`config.mk`:
```
export PLATFORM = sky130hd
export DESIGN_NAME = dotted_quad_ipv4_parser
export DESIGN_NICKNAME = d
export VERILOG_FILES = /design/src/dqp_pkg.sv /design/src/dqp_in_reg.sv /design/src/dqp_parse_core.sv /design/src/dqp_out_reg.sv /design/src/dotted_quad_ipv4_parser.sv
export SDC_FILE = /design/constraint.sdc
export NUM_CORES = 1
export LEC_CHECK = 0
export ABC_AREA = 1
export BUFFER_PORTS_ARGS = -buffer_cell sky130_fd_sc_hd__buf_2
export CELL_PAD_IN_SITES_DETAIL_PLACEMENT = 0
export CELL_PAD_IN_SITES_GLOBAL_PLACEMENT = 2
export CORE_MARGIN = 4
export CORE_UTILIZATION = 36
export CTS_CLUSTER_SIZE = 30
export DETAILED_ROUTE_END_ITERATION = 8
export PLACE_DENSITY = 0.86
export SETUP_SLACK_MARGIN = 0.4
export SYNTH_ARGS = -nofsm -noshare
export SYNTH_HDL_FRONTEND = slang
export SYNTH_SLANG_ARGS = --single-unit
```
`constraint.sdc`:
```
create_clock -name clk -period 4.7 [get_ports clk]
set_input_delay 0.705 -clock clk [delete_from_list [all_inputs] [get_ports clk]]
set_output_delay 0.705 -clock clk [all_outputs]
set_load 0.02 [all_outputs]
```
`src/dqp_pkg.sv`:
```
// Shared types and constants for the dotted-quad IPv4 parser.
// No dependencies.
`timescale 1ns / 1ps

package dqp_pkg;

    localparam logic [7:0] CH_DOT  = 8'h2E;
    localparam logic [7:0] CH_ZERO = 8'h30;
    localparam logic [7:0] CH_NINE = 8'h39;
    localparam logic [7:0] CH_NUL  = 8'h00;

    localparam logic [11:0] OCTET_MAX  = 12'd255;
    localparam logic [1:0]  LAST_OCTET = 2'd3;
    localparam logic [1:0]  MAX_DIGITS = 2'd3;

    typedef enum logic {
        PS_IDLE,
        PS_ACTIVE
    } parse_state_t;

    typedef enum logic [2:0] {
        EV_NONE,
        EV_DIGIT,
        EV_SEP,
        EV_DONE,
        EV_FAIL
    } parse_event_t;

    typedef struct packed {
        logic [7:0] char_in;
        logic       start_flag;
    } in_word_t;

    typedef struct packed {
        logic [31:0] address;
        logic        fail;
    } result_t;

endpackage

```
`src/dqp_in_reg.sv`:
```
// Input register stage of the parser.
// Depends on dqp_pkg.
`timescale 1ns / 1ps

module dqp_in_reg
(
    input  logic             clk,
    input  logic             rst_n,
    input  logic             in_valid,
    input  logic [7:0]       char_in,
    input  logic             start_flag,
    input  logic             advance,
    output logic             in_stall,
    output logic             full,
    output dqp_pkg::in_word_t word
);

    logic              full_reg;
    logic              full_next;
    dqp_pkg::in_word_t word_reg;
    logic              accept;

    // hold only while the downstream side cannot take the held word
    assign in_stall = full_reg && !advance;
    assign accept   = in_valid && !in_stall;

    always_comb
    begin
        if (accept)
        begin
            full_next = 1'b1;
        end
        else if (advance)
        begin
            full_next = 1'b0;
        end
        else
        begin
            full_next = full_reg;
        end
    end

    always_ff @(posedge clk or negedge rst_n)
    begin
        if (!rst_n)
        begin
            full_reg <= 1'b0;
        end
        else
        begin
            full_reg <= full_next;
        end
    end

    always_ff @(posedge clk)
    begin
        if (accept)
        begin
            word_reg.char_in    <= char_in;
            word_reg.start_flag <= start_flag;
        end
    end

    assign full = full_reg;
    assign word = word_reg;

endmodule

```
`src/dqp_parse_core.sv`:
```
// Parse state and per-character step logic.
// Depends on dqp_pkg.
`timescale 1ns / 1ps

module dqp_parse_core
(
    input  logic              clk,
    input  logic              rst_n,
    input  logic              step,
    input  dqp_pkg::in_word_t word,
    output logic              res_valid,
    output dqp_pkg::result_t  result
);

    dqp_pkg::parse_state_t state_reg;
    dqp_pkg::parse_state_t state_next;
    logic [1:0]            index_reg;
    logic [1:0]            index_next;
    logic [1:0]            count_reg;
    logic [1:0]            count_next;
    logic [7:0]            value_reg;
    logic [7:0]            value_next;
    logic [23:0]           acc_reg;
    logic [23:0]           acc_next;

    // values seen by this character; a start flag wipes the string
    logic                  eff_active;
    logic [1:0]            eff_index;
    logic [1:0]            eff_count;
    logic [7:0]            eff_value;
    logic [23:0]           eff_acc;
    logic                  char_num;
    logic                  is_term;
    logic [11:0]           prod;
    dqp_pkg::parse_event_t ev;

    always_comb
    begin
        if (word.start_flag)
        begin
            eff_active = 1'b1;
            eff_index  = '0;
            eff_count  = '0;
            eff_value  = '0;
            eff_acc    = '0;
        end
        else
        begin
            eff_active = (state_reg == dqp_pkg::PS_ACTIVE);
            eff_index  = index_reg;
            eff_count  = count_reg;
            eff_value  = value_reg;
            eff_acc    = acc_reg;
        end
    end

    assign char_num = (word.char_in >= dqp_pkg::CH_ZERO)
                   && (word.char_in <= dqp_pkg::CH_NINE);
    assign is_term  = (word.char_in == dqp_pkg::CH_DOT) || (word.char_in == dqp_pkg::CH_NUL);
    // value * 10 + digit
    assign prod = {1'b0, eff_value, 3'b000} + {3'b000, eff_value, 1'b0}
                + {8'h00, word.char_in[3:0]};

    // classify the character against the current string
    always_comb
    begin
        if (!eff_active)
        begin
            ev = dqp_pkg::EV_NONE;
        end
        else if (char_num)
        begin
            if (eff_count >= dqp_pkg::MAX_DIGITS || prod > dqp_pkg::OCTET_MAX)
            begin
                ev = dqp_pkg::EV_FAIL;
            end
            else
            begin
                ev = dqp_pkg::EV_DIGIT;
            end
        end
        else if (is_term)
        begin
            if (eff_count == 2'd0)
            begin
                ev = dqp_pkg::EV_FAIL;
            end
            else if (eff_index == dqp_pkg::LAST_OCTET)
            begin
                ev = dqp_pkg::EV_DONE;   // dot or NUL both close the last octet
            end
            else if (word.char_in == dqp_pkg::CH_NUL)
            begin
                ev = dqp_pkg::EV_FAIL;
            end
            else
            begin
                ev = dqp_pkg::EV_SEP;
            end
        end
        else
        begin
            ev = dqp_pkg::EV_FAIL;
        end
    end

    // next state
    always_comb
    begin
        state_next = state_reg;
        if (step)
        begin
            unique case (ev)
                dqp_pkg::EV_DIGIT, dqp_pkg::EV_SEP: state_next = dqp_pkg::PS_ACTIVE;
                dqp_pkg::EV_DONE, dqp_pkg::EV_FAIL: state_next = dqp_pkg::PS_IDLE;
                default:                            state_next = state_reg;
            endcase
        end
    end

    // datapath and result
    always_comb
    begin
        index_next = index_reg;
        count_next = count_reg;
        value_next = value_reg;
        acc_next   = acc_reg;
        res_valid  = 1'b0;
        result.address = '0;
        result.fail    = 1'b0;
        if (step)
        begin
            unique case (ev)
                dqp_pkg::EV_DIGIT:
                begin
                    index_next = eff_index;
                    count_next = eff_count + 2'd1;
                    value_next = prod[7:0];
                    acc_next   = eff_acc;
                end
                dqp_pkg::EV_SEP:
                begin
                    index_next = eff_index + 2'd1;
                    count_next = '0;
                    value_next = '0;
                    acc_next   = {eff_acc[15:0], eff_value};
                end
                dqp_pkg::EV_DONE:
                begin
                    index_next = '0;
                    count_next = '0;
                    value_next = '0;
                    acc_next   = '0;
                    res_valid  = 1'b1;
                    result.address = {eff_acc, eff_value};
                end
                dqp_pkg::EV_FAIL:
                begin
                    index_next = '0;
                    count_next = '0;
                    value_next = '0;
                    acc_next   = '0;
                    res_valid  = 1'b1;
                    result.fail = 1'b1;
                end
                default:
                begin
                    index_next = index_reg;
                end
            endcase
        end
    end

    always_ff @(posedge clk or negedge rst_n)
    begin
        if (!rst_n)
        begin
            state_reg <= dqp_pkg::PS_IDLE;
            index_reg <= '0;
            count_reg <= '0;
            value_reg <= '0;
            acc_reg   <= '0;
        end
        else
        begin
            state_reg <= state_next;
            index_reg <= index_next;
            count_reg <= count_next;
            value_reg <= value_next;
            acc_reg   <= acc_next;
        end
    end

endmodule

```
`src/dqp_out_reg.sv`:
```
// Result register stage of the parser.
// Depends on dqp_pkg.
`timescale 1ns / 1ps

module dqp_out_reg
(
    input  logic             clk,
    input  logic             rst_n,
    input  logic             res_valid,
    input  dqp_pkg::result_t result,
    input  logic             out_stall,
    output logic             advance,
    output logic             out_valid,
    output logic [31:0]      address,
    output logic             fail
);

    logic             valid_reg;
    logic             valid_next;
    dqp_pkg::result_t data_reg;

    // register is free when empty or being taken this cycle
    assign advance    = !valid_reg || !out_stall;
    assign valid_next = advance ? res_valid : valid_reg;

    always_ff @(posedge clk or negedge rst_n)
    begin
        if (!rst_n)
        begin
            valid_reg <= 1'b0;
        end
        else
        begin
            valid_reg <= valid_next;
        end
    end

    always_ff @(posedge clk)
    begin
        if (advance && res_valid)
        begin
            data_reg <= result;
        end
    end

    assign out_valid = valid_reg;
    assign address   = data_reg.address;
    assign fail      = data_reg.fail;

endmodule

```
`src/dotted_quad_ipv4_parser.sv`:
```
// An accepted character is held in the input register and is parsed as it leaves
// it; that step loads its result, if any, into the result register.
// Throughput: one character per cycle; input stalls only behind a stalled result.
// Reset: rst_n asynchronous, active low; clears the parse state to idle and empties
// both register stages.
// Depends on dqp_pkg, dqp_in_reg, dqp_parse_core, dqp_out_reg.
`timescale 1ns / 1ps

module dotted_quad_ipv4_parser
(
    input  logic        clk,
    input  logic        rst_n,
    // character input channel
    input  logic        in_valid,
    output logic        in_stall,
    input  logic [7:0]  char_in,
    input  logic        start_flag,
    // result channel
    output logic        out_valid,
    input  logic        out_stall,
    output logic [31:0] address,
    output logic        fail
);

    // advance: the result register can take whatever this cycle's step gives,
    // so the held character may be parsed now
    logic              advance;
    logic              in_full;
    dqp_pkg::in_word_t in_word;
    logic              res_valid;
    dqp_pkg::result_t  result;

    // input register: parts the source from the parse logic
    dqp_in_reg u_in_reg
    (
        .clk        (clk),
        .rst_n      (rst_n),
        .in_valid   (in_valid),
        .char_in    (char_in),
        .start_flag (start_flag),
        .advance    (advance),
        .in_stall   (in_stall),
        .full       (in_full),
        .word       (in_word)
    );

    // one step of the parse per held word; most words give no result
    dqp_parse_core u_core
    (
        .clk       (clk),
        .rst_n     (rst_n),
        .step      (in_full && advance),
        .word      (in_word),
        .res_valid (res_valid),
        .result    (result)
    );

    // result register: holds a finished word while the sink stalls
    dqp_out_reg u_out_reg
    (
        .clk       (clk),
        .rst_n     (rst_n),
        .res_valid (res_valid),
        .result    (result),
        .out_stall (out_stall),
        .advance   (advance),
        .out_valid (out_valid),
        .address   (address),
        .fail      (fail)
    );

endmodule

```
==> impl_metrics.env, run 1 <==
export IMPL_ctsResizeCount=0
export IMPL_hold_slack_ns=0.478
export IMPL_cts_tree="yes"
export IMPL_numPortBuffers=47
export IMPL_final_cell_mix="154 x nand2_1, 72 x inv_1, 49 x nor2_1, 47 x buf_2, 42 x edfxtp_1"
export IMPL_synth_nets=568
export IMPL_vdd_ir_drop_max_uv=199
export IMPL_n_fill_cell=1275
export IMPL_num_rows=41
export IMPL_arrival_ns=3.82
export IMPL_clockBufferDepth=2
export IMPL_cts_buffers=9
export IMPL_drt_met1_wl_mm=5.13
export IMPL_synth_area_um2=4620
export IMPL_htree_levels=3
export IMPL_post_cts_buffers=0
export IMPL_final_common_cell="nand2_1"
export IMPL_nNetsFinal=609
export IMPL_vias=3609
export IMPL_cts_clk_slew_worst_paths_ns=0.06
export IMPL_fp_dieH_um=121
export IMPL_criticalPathCategory="flop to flop"
export IMPL_areaGrowthSynthToFinish_pct=14.9
export IMPL_cp_max_fo=35
export IMPL_dpl_instance_area_um2=5000
export IMPL_cts_sink_count=81
export IMPL_worstSetupEndpointType="flop"
export IMPL_avgRoutedWirePerCell_um=15.0
export IMPL_setup_viol=0
export IMPL_die_w_um=121
export IMPL_slew_violations=0
export IMPL_grt_antenna_before_repair=0
export IMPL_tightest_slew_ns=1.17
export IMPL_pre_cts_slack_ns=0.801
export IMPL_drc_errors=0
export IMPL_synth_seq_cells=81
export IMPL_final_cells=754
export IMPL_crit_required_ns=4.65
export IMPL_total_leakage_power_nw=2.48
export IMPL_coreArea_um2=12600
export IMPL_synth_distinct_cells=32
export IMPL_die_area_um2=14700
export IMPL_worst_slack_ns=0.827
export IMPL_synth_area_per_cell_um2=8.62
export IMPL_ff_latch_area_um2=2240
export IMPL_top_layer="met4"
export IMPL_num_antenna_cells=0
export IMPL_met3_length_um=519
export IMPL_overflow=0
export IMPL_final_antenna_net_count=0
export IMPL_wl_mm=11.3
export IMPL_finalSetupTns_ns=0
export IMPL_drtIter0Drc=250
export IMPL_hold_viol=0
export IMPL_syn_inst=536
export IMPL_hold_class="flop to flop"
export IMPL_outcome="finished, final reports clean"
export IMPL_dp_cells=738
export IMPL_rsz0062_at_grt="false"
export IMPL_postCtsHoldBufs=0
export IMPL_vias_per_cell=4.79
export IMPL_postLayoutCellArea_um2=5310
export IMPL_grt_start_max_net_pins=40
export IMPL_post_route_period_util=0.824
export IMPL_largest_register_ffs=32
export IMPL_grt_usage=0.162
export IMPL_cts_root_buf="clkbuf_16"
export IMPL_grt_pass1_wl_mm=18.4
export IMPL_initial_core_util=0.367
export IMPL_gp_congestion=0.861
export IMPL_max_slew_margin=0.215
export IMPL_drive_above_1_share=0.204
export IMPL_wl_met2_mm=5.43
export IMPL_pin_count=48
export IMPL_multi_input_area_um2=1950
export IMPL_fmax_ghz=0.258
export IMPL_fin_skew_ns=0.00764
export IMPL_grt_pass1_vias=3676
export IMPL_start_kind="flop"
export IMPL_drv_cap=0
export IMPL_yosysSeqAreaShare=0.484
export IMPL_place_hpwl_mm=7.59
export IMPL_period_minus_slack_ns=3.87
export IMPL_drt_pass1_iterations=4
export IMPL_yosys_warnings=0
export IMPL_insertion_delay_ns=0.34
export IMPL_cellPowerDensity_nw_per_um2=417
-- path summary, 6_finish.rpt --
check / from / endpoint / slack, ns / cells past startpoint
min: u_core.acc_reg[12]$_DFFE_PN0P_ / u_core.acc_reg[12]$_DFFE_PN0P_ / 0.48 / 2
min reg2reg: u_core.acc_reg[12]$_DFFE_PN0P_ / u_core.acc_reg[12]$_DFFE_PN0P_ / 0.48 / 2
max in group asynchronous: rst_n / u_core.acc_reg[3]$_DFFE_PN0P_ / 3.54 / 1
max reg2reg: u_in_reg.word[0]$_DFFE_PP_ / u_out_reg.address[22]$_SDFFCE_PN0P_ / 0.83 / 17
min in group asynchronous: rst_n / u_core.acc_reg[18]$_DFFE_PN0P_ / 0.53 / 1
max: u_in_reg.word[0]$_DFFE_PP_ / u_out_reg.address[22]$_SDFFCE_PN0P_ / 0.83 / 17
-- metal layers --
metal  vias up  track usage
met1      1684        0.210
met2        86        0.269
met4         0       0.0672
li1       1821            -
met3        18       0.0270
met5         -            0
-- logic make-up (layout without fill, tap and decap cells) --
| group | count (synthesis) | in the layout | synth area share |
|---|---|---|---|
| XOR/XNOR | 5 | 5 | 0.00948 |
| flip-flops | 81 | 81 | 0.484 |
| AND/OR/NAND/NOR | 310 | 310 | 0.334 |
| adder cells (fa/ha/maj) | 19 | 19 | 0.0531 |
| AO/OA/AOI/OAI | 17 | 17 | 0.0225 |
| buffers and inverters | 104 | 150 | 0.0962 |
-- worst max-delay path: stages (launching register included) --
cell and delay (ns):
edfxtp_1 0.51, nor2_1 0.33, xor2_1 0.18, inv_1 0.05, ha_1 0.29, inv_1 0.06, fa_1 0.40, inv_1 0.07
nand2_1 0.06, nand2_1 0.11, nand3_1 0.11, nand2_1 0.08, nand2_1 0.05, nand2_1 0.05, nor2_1 0.05, nand2_2 0.07
nand3_2 0.09, o21ai_4 0.91
-- synthesized netlist by cell type, drive strengths merged --
cell type / number / share of area
buf: 15 / 0.023
inv: 75 / 0.062
edfxtp: 42 / 0.27
nor3: 32 / 0.065
clkbuf: 12 / 0.0098
nor2: 53 / 0.047
or2: 2 / 0.0027
o22ai: 10 / 0.014
clkinv: 2 / 0.0016
o21bai: 1 / 0.0016
xnor2: 1 / 0.0019
nand2: 156 / 0.13
nand4: 27 / 0.037
xor2: 4 / 0.0076
o21ai: 2 / 0.0030
nand3: 40 / 0.055
ha: 18 / 0.049
a21oi: 4 / 0.0043
fa: 1 / 0.0043
dfrtp: 39 / 0.21
-- report_power, final --
group / switching, mW / internal (mW) / leakage [nW] / total (mW)
logic: 0.417 / 0.152 / 1.39 / 0.569
clock network: 0.283 / 0.464 / 0.148 / 0.746
registers: 0.0315 / 0.868 / 0.944 / 0.899
total: 0.731 / 1.48 / 2.48 / 2.21
-- stage by stage --
step	util	power [mW]
floorplan	-	1.31
global placement	0.398	1.49
detailed placement	0.398	1.49
CTS	0.422	2.24
global route	0.422	2.33
finish	0.422	2.21
-- cell type report --
cell class / count / area share
sequential: 81 / 0.422
multi-input combinational: 351 / 0.367
timing repair buffer: 57 / 0.0585
inverter: 77 / 0.0549
clock buffer: 12 / 0.0446
tap: 172 / 0.0406
clock inverter: 4 / 0.0130
No activity file was read; power rests on OpenSTA's default activity.
==> inputs of run 2 (changes only) <==
clock period = 3.8 ns   (was 4.7 ns; I/O delays follow)
==> run 2 against run 1 <==
  * Global-route usage is 1.0 points higher
  * Flip-flop and latch count stayed put
  * Critical path depth is 1 lower
  * Utilization is 2.6 points higher
  * Hold slack worse by 0.093 ns
  * Combinational power is 48% higher
  * Non-clock buffer count is 11 higher
  * Critical path type unchanged
  * Largest power group unchanged
==> impl_metrics.env, run 2 (same netlist as run 1, synthesis figures left out) <==
export IMPL_power_switching_mw=0.994
export IMPL_wl_mm=12.1
export IMPL_final_cell_mix="152 x nand2_1, 72 x inv_1, 47 x buf_2, 42 x edfxtp_1, 41 x nor2_1"
export IMPL_tightest_slew_ns=0.985
export IMPL_gp_congestion=0.836
export IMPL_outcome="finished, final reports clean"
export IMPL_drtIter0Drc=245
export IMPL_insertion_delay_ns=0.35
export IMPL_arrival_ns=3.26
export IMPL_cellPowerDensity_nw_per_um2=496
export IMPL_share_seq_of_total_power=0.397
export IMPL_criticalPathCategory="flop to flop"
export IMPL_post_route_period_util=0.851
export IMPL_worstSetupEndpointType="flop"
export IMPL_setup_viol=0
export IMPL_grt_pass1_wl_mm=19.5
export IMPL_finalSetupTns_ns=0
export IMPL_dpl_instance_area_um2=5050
export IMPL_combPwrFrac=0.302
export IMPL_clkPwrFrac=0.301
export IMPL_num_rows=41
export IMPL_fmax_ghz=0.309
export IMPL_cp_max_fo=27
export IMPL_cts_buffers=9
export IMPL_drive_above_1_share=0.255
export IMPL_vias_per_cell=4.88
export IMPL_pin_count=48
export IMPL_grt_antenna_before_repair=0
export IMPL_cts_tree="yes"
export IMPL_avgRoutedWirePerCell_um=15.7
export IMPL_cpPeakStageDelay_ns=0.51
export IMPL_grt_usage=0.172
export IMPL_final_antenna_net_count=0
export IMPL_slew_violations=0
export IMPL_start_kind="flop"
export IMPL_cts_clk_slew_worst_paths_ns=0.07
export IMPL_period_minus_slack_ns=3.24
export IMPL_areaGrowthSynthToFinish_pct=22.0
export IMPL_final_util=0.448
export IMPL_path_cells="buf_12, nor2_4, ha_1, ha_1, or2_1, nand3_1, nand2_1, nand2_1, nand2_1, nor2_2, nand2_2, buf_12, nand2_4, nand2_8, buf_12, o21ai_4"
export IMPL_drt_pass1_iterations=5
export IMPL_power_total_mw=2.79
export IMPL_grt_pass1_vias=3748
export IMPL_initial_core_util=0.367
export IMPL_final_common_cell="nand2_1"
export IMPL_numPortBuffers=47
export IMPL_crit_required_ns=3.82
export IMPL_largest_register_ffs=32
export IMPL_overflow=0
export IMPL_vdd_ir_drop_max_uv=306
export IMPL_cts_sink_count=81
export IMPL_nNetsFinal=623
export IMPL_hold_class="input pin to async pin"
export IMPL_coreArea_um2=12600
export IMPL_cts_root_buf="clkbuf_16"
export IMPL_fin_skew_ns=0.00926
export IMPL_total_leakage_power_nw=2.59
export IMPL_place_hpwl_mm=7.47
export IMPL_clockBufferDepth=2
export IMPL_max_slew_margin=0.344
export IMPL_slowest_stage="edfxtp_1"
export IMPL_rsz0062_at_grt="true"
export IMPL_htree_levels=3
export IMPL_swShare=0.356
export IMPL_drc_errors=0
export IMPL_die_area_um2=14700
export IMPL_hold_viol=0
export IMPL_vias=3749
export IMPL_power_internal_mw=1.80
export IMPL_drv_cap=0
export IMPL_die_w_um=121
export IMPL_fp_dieH_um=121
export IMPL_postLayoutCellArea_um2=5630
export IMPL_num_antenna_cells=0
export IMPL_grt_start_max_net_pins=40
-- run 2: changes by cell type in the layout (fill, tap and decap cells not counted), sizes merged --
cell      previous run  this run
clkinvlp             0         2
bufbuf               0         1
o21ai                2         5
buf                 57        67
clkbuf              12        10
bufinv               2         0
inv                 75        77
-- run 2: stage by stage --
stage / instances / hold WS (ns) / setup WS (ns)
floorplan: 536 / 0.274 / 0.346
global placement: 741 / 0.461 / 0.0394
detailed placement: 741 / 0.465 / -0.0538
CTS: 767 / 0.384 / 0.414
global route: 768 / 0.384 / 0.359
finish: 768 / 0.385 / 0.565
-- run 2: area by class of cell --
| cell class | count | area, um2 |
|---|---|---|
| fill | 1241 | 6940 |
| sequential | 81 | 2240 |
| inverter | 77 | 292 |
| timing repair buffer | 68 | 520 |
| tap | 172 | 215 |
| clock buffer | 10 | 239 |
| multi-input combinational | 354 | 2080 |
| clock inverter | 6 | 50.0 |
-- run 2: timing repair --
item,in CTS,in global routing
endpoints found under the setup margin,80,103
hold buffers,0,0
gates resized for setup,17,13
setup buffers,6,0
pin swaps,3,3
cloned,4,1
-- run 2: final timing paths --
check | endpoint | depth (start not counted) | slack (ns) | from
max | u_out_reg.fail$_SDFFCE_PN0P_ | 16 | 0.56 | u_in_reg.word[0]$_DFFE_PP_
min | u_core.value_reg[5]$_DFFE_PN0P_ | 1 | 0.38 | rst_n
max reg2reg | u_out_reg.fail$_SDFFCE_PN0P_ | 16 | 0.56 | u_in_reg.word[0]$_DFFE_PP_
min reg2reg | u_core.index_reg[1]$_DFFE_PN0P_ | 2 | 0.48 | u_core.index_reg[1]$_DFFE_PN0P_
max in group asynchronous | u_in_reg.full$_DFFE_PN0P_ | 1 | 2.80 | rst_n
min in group clk | u_in_reg.word[8]$_DFFE_PP_ | 1 | 0.40 | char_in[7]
-- run 2: power groups by stage --
| stage | sequential (mW) | combinational (mW) | clock (mW) |
|---|---|---|---|
| after floorplan | 1.21 | 0.417 | 0 |
| after global placement | 1.12 | 0.738 | 0 |
| final | 1.11 | 0.844 | 0.841 |
| after detailed placement | 1.13 | 0.740 | 0 |
| after global routing | 1.12 | 0.923 | 0.898 |
| after CTS | 1.11 | 0.824 | 0.865 |
-- run 2: metal layers --
layer | up-vias | global-route usage | wire, um
met2 | 79 | 0.271 | 5770
li1 | 1854 | - | -
met1 | 1798 | 0.228 | 5480
met5 | - | 0 | 0
met3 | 18 | 0.0499 | 579
met4 | 0 | 0.0574 | 257
-- run 2: worst max-delay path: cells and delay by family (launching register included) --
family,cells,cell delay [ns]
fa+ha+maj,2,0.60
simple gates,10,1.11
buf+inv,3,0.56
flops,1,0.51
compound gates,1,0.11
==> inputs of run 3 (changes only) <==
BUFFER_PORTS_ARGS = -buffer_cell sky130_fd_sc_hd__buf_4   (was -buffer_cell sky130_fd_sc_hd__buf_2)
SKIP_CTS_REPAIR_TIMING = 1   (was not set)
==> run 3 against run 2 <==
  * Final cell count is the same
  * Critical endpoint is now u_out_reg.address[25]$_SDFFCE_PN0P_
  * Maximum frequency grew 0.72%
  * Power fell by 2.0%
  * Sequential share of layout area is 0.59 points higher
  * Critical path depth grew 3
  * Clock skew fell by 0.0027 ns
==> impl_metrics.env, run 3 (same netlist as run 1, synthesis figures left out) <==
export IMPL_grtUsageMet1=0.219
export IMPL_gp_congestion=0.808
export IMPL_areaGrowthSynthToFinish_pct=20.2
export IMPL_worst_slack_ns=0.588
export IMPL_fp_dieH_um=121
export IMPL_worstSetupEndpointType="flop"
export IMPL_grt_use_met3=0.0401
export IMPL_reg2reg_depth=19
export IMPL_coreArea_um2=12600
export IMPL_final_common_cell="nand2_1"
export IMPL_slew_violations=0
export IMPL_outcome="finished, final reports clean"
export IMPL_dpl_instance_area_um2=5170
export IMPL_start_kind="flop"
export IMPL_initial_core_util=0.367
export IMPL_die_w_um=121
export IMPL_nNetsFinal=624
export IMPL_grt_usage=0.166
export IMPL_avgRoutedWirePerCell_um=15.0
export IMPL_overflow=0
export IMPL_place_hpwl_mm=7.67
export IMPL_combPwrFrac=0.308
export IMPL_vias=3706
export IMPL_clockBufferDepth=2
export IMPL_cp_common_cell="nand2_1"
export IMPL_final_util=0.442
export IMPL_globalRoute_busiestLayer="met2"
export IMPL_drv_cap=0
export IMPL_cp_max_fo=7
export IMPL_num_rows=41
export IMPL_swShare=0.343
export IMPL_crit_end="u_out_reg.address[25]$_SDFFCE_PN0P_"
export IMPL_arrival_ns=3.27
export IMPL_worst_path_stages=19
export IMPL_rsz0062_at_grt="false"
export IMPL_htree_levels=3
export IMPL_grt_start_max_net_pins=40
export IMPL_final_antenna_net_count=0
export IMPL_postLayoutCellArea_um2=5550
export IMPL_clkPwrFrac=0.285
export IMPL_finalSetupTns_ns=0
export IMPL_total_leakage_power_nw=2.58
export IMPL_wl_mm=11.5
export IMPL_drc_errors=0
export IMPL_largest_register_ffs=32
export IMPL_timing_rr_end="u_out_reg.address[25]$_SDFFCE_PN0P_"
export IMPL_max_slew_margin=0.621
export IMPL_criticalPathCategory="flop to flop"
export IMPL_drt_pass1_iterations=4
export IMPL_cts_sink_count=81
export IMPL_cp_buffers_inverters=5
export IMPL_pre_cts_slack_ns=0.166
export IMPL_crit_required_ns=3.85
export IMPL_cellPowerDensity_nw_per_um2=493
export IMPL_reg2reg_slack_ns=0.59
export IMPL_grt_antenna_before_repair=0
export IMPL_grt_use_met2=0.267
export IMPL_slowest_stage="edfxtp_1"
export IMPL_numPortBuffers=47
export IMPL_grt_pass1_vias=3672
export IMPL_fmax_ghz=0.311
export IMPL_cts_tree="yes"
export IMPL_path_cells="buf_4, nor2_4, xor2_1, inv_1, ha_1, inv_1, fa_2, inv_1, nand2_1, nand2_1, nand3_1, nand2_1, nand2_1, nand2_1, nor2_1, nand2_2, nand3_2, o21ai_4, buf_4"
export IMPL_hold_viol=0
export IMPL_tightest_slew_ns=0.569
export IMPL_timing_critical_path_from="u_in_reg.word[0]$_DFFE_PP_"
export IMPL_cts_root_buf="clkbuf_16"
export IMPL_power_internal_mw=1.80
export IMPL_period_minus_slack_ns=3.21
export IMPL_n_fill_cell=1243
export IMPL_cts_buffers=9
export IMPL_num_antenna_cells=0
export IMPL_power_switching_mw=0.940
export IMPL_grt_pass1_wl_mm=18.9
export IMPL_setup_viol=0
export IMPL_hold_slack_ns=0.203
export IMPL_share_seq_of_total_power=0.407
export IMPL_post_route_period_util=0.845
export IMPL_insertion_delay_ns=0.34
export IMPL_vias_per_cell=4.83
export IMPL_die_area_um2=14700
export IMPL_final_cell_mix="154 x nand2_1, 72 x inv_1, 67 x buf_4, 45 x nor2_1, 42 x edfxtp_1"
export IMPL_hold_class="input pin to async pin"
export IMPL_fin_skew_ns=0.00658
export IMPL_worstReg2RegStart="u_in_reg.word[0]$_DFFE_PP_"
export IMPL_cts_clk_slew_worst_paths_ns=0.06
export IMPL_drtIter0Drc=257
export IMPL_cpPeakStageDelay_ns=0.37
export IMPL_vdd_ir_drop_max_uv=408
export IMPL_path_delay_family="simple AND/OR/NAND/NOR gates"
export IMPL_drive_above_1_share=0.238
export IMPL_pin_count=48
[run 3: changes by cell type in the layout (fill, tap and decap cells not counted), sizes merged, moves of 2 or more]
cell,change
buf,+4
clkinv,+3
inv,-2
o21ai,-2
[run 3: worst min-delay path by stage]
| stage | endpoint | slack, ns | cells past startpoint | from |
|---|---|---|---|---|
| after floorplan | u_core.acc_reg[0]$_DFFE_PN0P_ | 0.27 | 0 | rst_n |
| after global placement | u_core.acc_reg[19]$_DFFE_PN0P_ | 0.46 | 2 | u_core.acc_reg[19]$_DFFE_PN0P_ |
| final | u_core.acc_reg[22]$_DFFE_PN0P_ | 0.20 | 1 | rst_n |
| after CTS | u_core.acc_reg[19]$_DFFE_PN0P_ | 0.23 | 1 | rst_n |
| after global routing | u_core.value_reg[6]$_DFFE_PN0P_ | 0.25 | 1 | rst_n |
| after detailed placement | u_core.acc_reg[11]$_DFFE_PN0P_ | 0.46 | 2 | u_core.acc_reg[11]$_DFFE_PN0P_ |
[run 3: power groups by stage]
stage	Sequential (mW)	Clock, mW	Combinational (mW)
final	1.11	0.780	0.842
after global routing	1.13	0.840	0.927
after CTS	1.12	0.804	0.794
after detailed placement	1.14	0	0.793
after global placement	1.13	0	0.790
after floorplan	1.21	0	0.417
[run 3: layout make-up]
| type | instances | area (um2) | area share |
|---|---|---|---|
| clock inverter | 6 | 36.3 | 0.00654 |
| sequential | 81 | 2240 | 0.403 |
| inverter | 77 | 294 | 0.0530 |
| timing repair buffer | 71 | 569 | 0.103 |
| multi-input combinational | 352 | 1970 | 0.356 |
| tap | 172 | 215 | 0.0388 |
| clock buffer | 9 | 225 | 0.0406 |
[run 3: per-stage QoR]
stage                     total power [mW]  cells
after detailed placement              1.93    742
after global placement                1.92    742
after CTS                             2.72    757
final                                 2.74    768
after global routing                  2.89    768
after floorplan                       1.63    536
[run 3: routing by layer]
layer / up-vias / share of wire
met5: - / 0
met4: 0 / 0.024
met3: 18 / 0.047
met2: 79 / 0.48
met1: 1764 / 0.45
li1: 1845 / -
